`src/sv/rusi_pkg.sv`:
```
// Shared types and constants for the ray and unit sphere intersection pipeline.
package rusi_pkg;

   localparam int SQRT_STAGES = 32;

   localparam logic signed [48:0] ONE_Q32      = 49'sd4294967296;
   localparam logic [31:0]        THRESH_RESET = 32'd42950;
   localparam logic [22:0]        DIST_MAX     = 23'h7FFFFF;
   localparam logic [23:0]        PT_MAX       = 24'h7FFFFF;
   localparam logic [23:0]        PT_MIN       = 24'h800000;

   typedef logic [2:0][23:0] vec_type;

   // b = p.d and c = p.p - 1, both Q16.32
   typedef struct packed {
      logic signed [48:0] b;
      logic signed [48:0] c;
      vec_type            p;
      vec_type            d;
   } dot_type;

   // side data carried through the square root pipeline
   typedef struct packed {
      logic signed [48:0] b;
      logic               dneg;
      logic               tangent;
      vec_type            p;
      vec_type            d;
   } sqrt_pay_type;

   typedef struct packed {
      logic [63:0]  dmag;
      sqrt_pay_type pay;
   } disc_type;

   typedef struct packed {
      logic        hit;
      vec_type     point;
      logic [22:0] distance;
   } rsp_type;

endpackage

```
`src/sv/rusi_disc.sv`:
```
// Discriminant b*b - c and tangency test in three pipeline stages.
module rusi_disc
   import rusi_pkg::*;
(
   input  logic        clock,
   input  logic        reset,
   input  logic [31:0] thresh,
   input  logic        in_valid,
   output logic        in_ready,
   input  dot_type     in_data,
   output logic        out_valid,
   input  logic        out_ready,
   output disc_type    out_data
);

   logic        v3_ff, v4_ff, v5_ff;
   logic        en3, en4, en5;
   logic [47:0] ub;
   logic [31:0] hh_in, hh_ff;
   logic [47:0] hl_in, hl_ff;
   logic [63:0] ll_in, ll_ff;
   logic [63:0] sq_in, sq_ff;
   dot_type     d3_ff, d4_ff;
   logic [47:0] cmag;
   logic [64:0] diff;
   disc_type    disc_in, disc_ff;

   assign en5      = !v5_ff || out_ready;
   assign en4      = !v4_ff || en5;
   assign en3      = !v3_ff || en4;
   assign in_ready = en3;

   // stage 3: partial products of |b| squared
   always_comb begin
      ub    = in_data.b[48] ? 48'(-in_data.b) : in_data.b[47:0];
      hh_in = ub[47:32] * ub[47:32];
      hl_in = ub[47:32] * ub[31:0];
      ll_in = ub[31:0] * ub[31:0];
   end

   // stage 4: floor(b*b / 2^32)
   assign sq_in = {hh_ff, 32'd0} + {15'd0, hl_ff, 1'b0} + {32'd0, ll_ff[63:32]};

   // stage 5: signed magnitude of the discriminant and tangency
   always_comb begin
      cmag = d4_ff.c[48] ? 48'(-d4_ff.c) : d4_ff.c[47:0];
      diff = {1'b0, sq_ff} - {17'd0, cmag};
      disc_in.pay.b = d4_ff.b;
      disc_in.pay.p = d4_ff.p;
      disc_in.pay.d = d4_ff.d;
      if (d4_ff.c[48]) begin
         disc_in.dmag     = sq_ff + {16'd0, cmag};
         disc_in.pay.dneg = 1'b0;
      end else if (!diff[64]) begin
         disc_in.dmag     = diff[63:0];
         disc_in.pay.dneg = 1'b0;
      end else begin
         disc_in.dmag     = 64'(-diff);
         disc_in.pay.dneg = 1'b1;
      end
      disc_in.pay.tangent = disc_in.dmag < {32'd0, thresh};
   end

   always_ff @(posedge clock) begin
      if (reset) begin
         v3_ff <= 1'b0;
         v4_ff <= 1'b0;
         v5_ff <= 1'b0;
      end else begin
         if (en3) v3_ff <= in_valid;
         if (en4) v4_ff <= v3_ff;
         if (en5) v5_ff <= v4_ff;
      end
   end

   always_ff @(posedge clock) begin
      if (en3) begin
         hh_ff <= hh_in;
         hl_ff <= hl_in;
         ll_ff <= ll_in;
         d3_ff <= in_data;
      end
      if (en4) begin
         sq_ff <= sq_in;
         d4_ff <= d3_ff;
      end
      if (en5) disc_ff <= disc_in;
   end

   assign out_valid = v5_ff;
   assign out_data  = disc_ff;

endmodule

```
`config.mk`:
```
export PLATFORM = sky130hd
export DESIGN_NAME = rusi_disc
export DESIGN_NICKNAME = d
export VERILOG_FILES = /design/src/sv/rusi_pkg.sv /design/src/sv/rusi_disc.sv
export SDC_FILE = /design/constraint.sdc
export NUM_CORES = 2
export LEC_CHECK = 0
export ABC_AREA = 0
export BUFFER_PORTS_ARGS = -buffer_cell sky130_fd_sc_hd__clkbuf_2
export CORE_MARGIN = 3
export CORE_UTILIZATION = 45
export DETAILED_ROUTE_END_ITERATION = 12
export MAX_ROUTING_LAYER = met4
export RECOVER_POWER = 100
export SYNTH_ARGS = -nofsm -noshare
export SYNTH_HDL_FRONTEND = slang
export SYNTH_SLANG_ARGS = --single-unit
```
`constraint.sdc`:
```
create_clock -name clock -period 45.2 [get_ports clock]
set_input_delay 13.56 -clock clock [delete_from_list [all_inputs] [get_ports clock]]
set_output_delay 13.56 -clock clock [all_outputs]
set_load 0.1 [all_outputs]
```
After elaboration in Yosys (flattened, before gate mapping)
Cells that the tools add are included.

word-level totals
  register bits = 954
  memories = 0
  word-level logic and storage cells = 55
  bits of input ports = 278
  bits in latches = 0
  RAM bits = 0
  memory bits (read-only) = 0
  output and inout bits = 261

cells by class
  $add $sub $neg = 7
  muxes and demuxes = 5
  shifts and indexed selects = 0
  multipliers = 3
  magnitude comparators = 1
  reductions and logical operators = 6
  div/mod/pow operators = 0
  equality and inequality tests = 0
  bitwise gates (word level) = 0

operators by type and width
  operator                               number
  2-to-1 mux 64 bit                      2
  2-to-1 mux 48 bit                      2
  negator 48 bit                         2
  subtractor 64 x 48 -> 65 bit           1
  adder 64 x 32 -> 64 bit                1
  adder 64 x 48 -> 64 bit                1
  adder 64 x 49 -> 64 bit                1
  less-than comparator 64 x 32 -> 1 bit  1
  multiplier 32 x 32 -> 64 bit           1
  negator 64 bit                         1
  multiplier 16 x 32 -> 48 bit           1
  multiplier 16 x 16 -> 32 bit           1
  logical NOT 1 bit                      3
  logical OR 1 bit                       3
  2-to-1 mux 1 bit                       1

Logic depth before layout (Yosys ltp)
  word-level depth = 7
  mapped depth = 45
  depth with buffers taken out = 40

Worst setup path after synthesis
OpenSTA, ideal clock, no wires.

  path type = in2out
  start = input out_ready
  end = output in_ready
  data required time = 31.640 ns
  arrival time = 21.785 ns
  setup slack = 9.855 ns
  stages on the path = 3
  path buffers = 0
  cells stage by stage = nor2b_1 -> and2_1 -> nand2_1

between the ends
  longest elaborated chain between the ends = 3

ends and longest elaborated chain
  item                RTL line         source
  start: declaration  rusi_disc.sv:12  input logic out_ready,
  logical OR 1 bit    rusi_disc.sv:28  assign en5 = !v5_ff || out_ready;
  logical OR 1 bit    rusi_disc.sv:29  assign en4 = !v4_ff || en5;
  logical OR 1 bit    rusi_disc.sv:30  assign en3 = !v3_ff || en4;
  end: declaration    rusi_disc.sv:9   output logic in_ready,

Every way passes these cells.

Worst setup path after layout
  start = input in_data[193] in the netlist's numbering
  end = register ll_ff[63] (data pin)

between the ends
  longest elaborated chain between the ends = 3

ends and longest elaborated chain
  item                              RTL line         source
  start: declaration                rusi_disc.sv:10  input dot_type in_data,
  negator 48 bit                    rusi_disc.sv:35  ub = in_data.b[48] ? 48'(-in_data.b) : in_data.b[47:0];
  2-to-1 mux 48 bit (*)             rusi_disc.sv:35
  multiplier 32 x 32 -> 64 bit (*)  rusi_disc.sv:38  ll_in = ub[31:0] * ub[31:0];
  named net ll_in[63]               rusi_disc.sv:21  logic [63:0] ll_in, ll_ff;
  end signal: assignment            rusi_disc.sv:80  ll_ff <= ll_in;
  end: declaration                  rusi_disc.sv:21

Mark *: on every way through the listed nets, which the timed path passes. The rest lies on a longest branch.
A chain may end at the register's enable or synchronous reset.

==> impl_summary.txt <==
----------------------------------------------------
[Clocking]
  Clock latency on the worst-skew pair ... ~0.74 ns
  CTS clock-pin slew for the worst setup and hold paths ... 0.06 ns
  Clock tree from TritonCTS ... built
  Max clock buf depth ... 3
  Clock net sink count ... around 920
  Post CTS Setup Buffer Count ... 0
  Buffer cell driving the clock tree root ... clkbuf_16
  Number of buffers inserted during clock tree synthesis ... 90
  H-Tree Depth ... 3
  Quantity of hold-fixing buffers added after cts ... 0
  Post_cts resized ... 0

[Timing]
  Top achievable clock speed ... ~33 MHz
  Share of the cycle needed by the critical path after routing ... 0.673
  Worst hold slack across all endpoints ... around 0.40 ns
  Setup TNS ... 0 ns
  RSZ-0062 raised after global routing ... no
  Final worst setup slack ... ~15 ns
  Max-Slew Margin vs Limit ... -4.76
  Count of endpoints failing setup in the final report ... 0
  Final Skew ... between 0.06 and 0.07 ns
  Number of failing hold endpoints at the final stage ... 0
  Final Critical Period ... approximately 30 ns
  Number of pins exceeding their max-slew limit in the final report ... around 1200
  Transition at the pin with the smallest max-transition slack ... roughly 8.6 ns

[Global route]
  Number of global-route vias before repair ... 65900
  Overall overflow remaining after global route ... 0
  Global routing usage summed across all routing layers ... 0.263
  Global-route wire length before repair ... 405000 um
  Antenna violations before repair ... 15
  Maximum number of pins on one net before global-route repair ... between 100 and 150

[Die]
  Initial cell density of the core ... 0.455
  Die width ... between 400 and 500 um
  Number of placement rows ... ~160
  Core region area ... ~200000 um^2
  Die height ... roughly 460 um
  Die area ... 209000 um^2
  # IOs ... 539

[Final layout]
  Net count, final ... between 10000 and 15000
  Share of final-layout standard cells stronger than drive strength 1 ... 0.0628
  Area overhead of the layout relative to synthesis ... 9.46%
  Fin area ... about 100000 um^2

[Outcome]
  Result of the run ... finished, violations left
  Failing checks ... capacitance limit, slew limit

[Synthesis]
  Xor and xnor fraction of the mapped netlist area ... 0.0393
  Multiplexer share of the synthesized area ... 0.00216
  Cell area after synthesis ... 91500 um^2
  Sequential share of the synthesized area ... 0.302
  Total nets after synthesis ... approximately 11000
  Per-instance average area after synthesis ... approximately 11 um^2
  Async set-reset flop share out of synthesis ... 0
  Main combinational cell family by area after synthesis ... adder cells
  Library cells used by synthesis ... a little under 100
  Post-synthesis compound-gate area fraction ... 0.0716
  Ys Warns ... 0
  Post-synth EDFFs ... 918
  Area share of and/or/nand/nor cells after synthesis ... 0.102
  FF+latch count, synth ... ~920
  Cell count after synthesis ... between 8000 and 9000
  Top flip-flop cell by instance count after synthesis ... edfxtp_1
  Adder and majority cell fraction of the synthesized area ... 0.394

[Routing]
  DRT Pass-1 Iters ... 6
  Post-route ant nets ... 0
  Initial drt markers ... roughly 5000
  Routed via count ... 63400
  Average wire length per cell after detail routing ... 22.4 um
  Via density ... about 5.3
  DRT Wirelength ... about 270000 um
  DRC violation count after routing ... 0

[Setup path]
  Most used cell, CP ... fa_1
  Critical setup path kind ... primary input to register
  Worst Path Required ... between 40 and 50 ns
  Top fanout value on the critical path ... 34
  Endpoint arrival time on the critical path ... ~31 ns
  Worst-case register-to-register setup slack ... roughly 33 ns
  Sort of element at the end of the critical path ... register
  Number of cells on the worst reg-to-reg path ... 39
  Number of logic stages on the critical path including buffering ... 40
  Crit path launch type ... primary input
  Cell with the largest stage delay on the worst path ... clkbuf_1
  Largest stage delay, worst path ... about 2.1 ns
  Buffering stage count on the worst path with inverters included ... 10
  Cell family with the largest share of critical-path delay ... buffers and inverters

[Min path]
  Hold path cells ... 0
  Worst hold path type ... register to register

[Place]
  Placed cell areas ... 97600 um^2
  Setup slack at placement ... between 15 and 20 ns
  GPL Wtd Cong ... around 0.94
  Detail Placement HPWL ... a little over 200000 um
  I/O Buffers ... 538

[Flow run]
  Count of max-cap constraint violations ... 21

----------------------------------------------------
cell type report:
cell class / count / area, um^2
Fill cell: 18400 / 101000
Multi-Input combinational cell: 5586 / 56100
Sequential cell: 921 / 27600
Inverter: 1860 / 6980
Tap cell: 2656 / 3320
Timing Repair Buffer: 650 / 3050
Clock buffer: 100 / 2290
Clock inverter: 65 / 733
Antenna cell: 17 / 42.5
per-layer routing:
| metal | vias to the layer above | track usage | part of all wire |
|---|---|---|---|
| met5 | - | - | 0 |
| met4 | 0 | 0.0802 | 0.035 |
| met3 | 398 | 0.0385 | 0.071 |
| met2 | 2287 | 0.425 | 0.48 |
| met1 | 32200 | 0.345 | 0.42 |
| li1 | 28600 | - | - |
placed cells by master, fill, tap and decap left out, types with 56 or more instances in the layout:
master / n
inv_1: 1833
ha_1: 672
nor3_1: 71
a21o_1: 113
clkbuf_1: 360
edfxtp_1: 918
o21ai_0: 167
xor2_1: 108
o31ai_1: 56
xnor2_1: 249
clkbuf_16: 90
buf_4: 93
fa_1: 1379
nand2_1: 797
nor2_1: 776
a21oi_1: 295
nand3_1: 74
clkbuf_2: 207
flip-flops by register name (all words and copies together) (netlist names):
signal / flops
hh_ff: 31
out_data: 259
sq_ff: 64
ll_ff: 33
d4_ff: 242
out_valid: 1
v3_ff: 1
v4_ff: 1
d3_ff: 241
hl_ff: 48
kinds of logic (layout without fill, tap and decap cells):
group | count (synthesis) | count (layout)
buffers and inverters | 2171 | 2675
other | 1 | 18
and+or+nand+nor | 2110 | 2110
adders and majority gates | 2051 | 2051
AOI/OAI and AO/OA | 996 | 996
DFF | 921 | 921
muxes | 19 | 19
xor gates and xnor gates | 409 | 409
cells in the mapped netlist (all sizes together) (12+ instances only):
library cell	instances	area (um^2)
a31o	14	123
xnor2	276	2420
edfxtp	918	27600
mux2i	13	130
or2	26	163
o21a	38	285
or4	25	188
o211ai	28	210
nand2b	47	317
a21oi	295	1480
o21bai	43	323
a31oi	29	181
fa	1379	27600
nand2	797	2990
nor2b	33	206
xor2	133	1180
nand3	75	380
nand4	44	275
clkbuf	244	916
a21boi	12	93.8
a221oi	12	111
nor3	71	355
o22ai	13	81.3
clkinv	12	45.0
and3	40	250
o21ai	172	865
o31ai	58	454
ha	672	8410
inv	1848	6940
a21o	113	848
buf	67	298
nor2	777	2920
o41ai	18	158
nor4	46	300
and2	41	257
a211oi	41	308
o2111ai	12	105
or3	39	244
through the flow:
| stage | utilization | cells |
|---|---|---|
| after detailed placement | 0.486 | 11700 |
| after global routing | 0.498 | 11800 |
| final | 0.498 | 11900 |
| after global placement | 0.486 | 11700 |
| after CTS | 0.501 | 11800 |
| after floorplan | - | 8678 |
final timing paths:
kind | start | endpoint
min | d4_ff[52] | out_data[52]
min reg2reg | d4_ff[52] | out_data[52]
max | in_data[193] | ll_ff[63]
max reg2reg | d4_ff[144] | out_data[144]
Power is not shown: default switching activity piles up to over one toggle a cycle in this logic, so the estimate is an artifact.
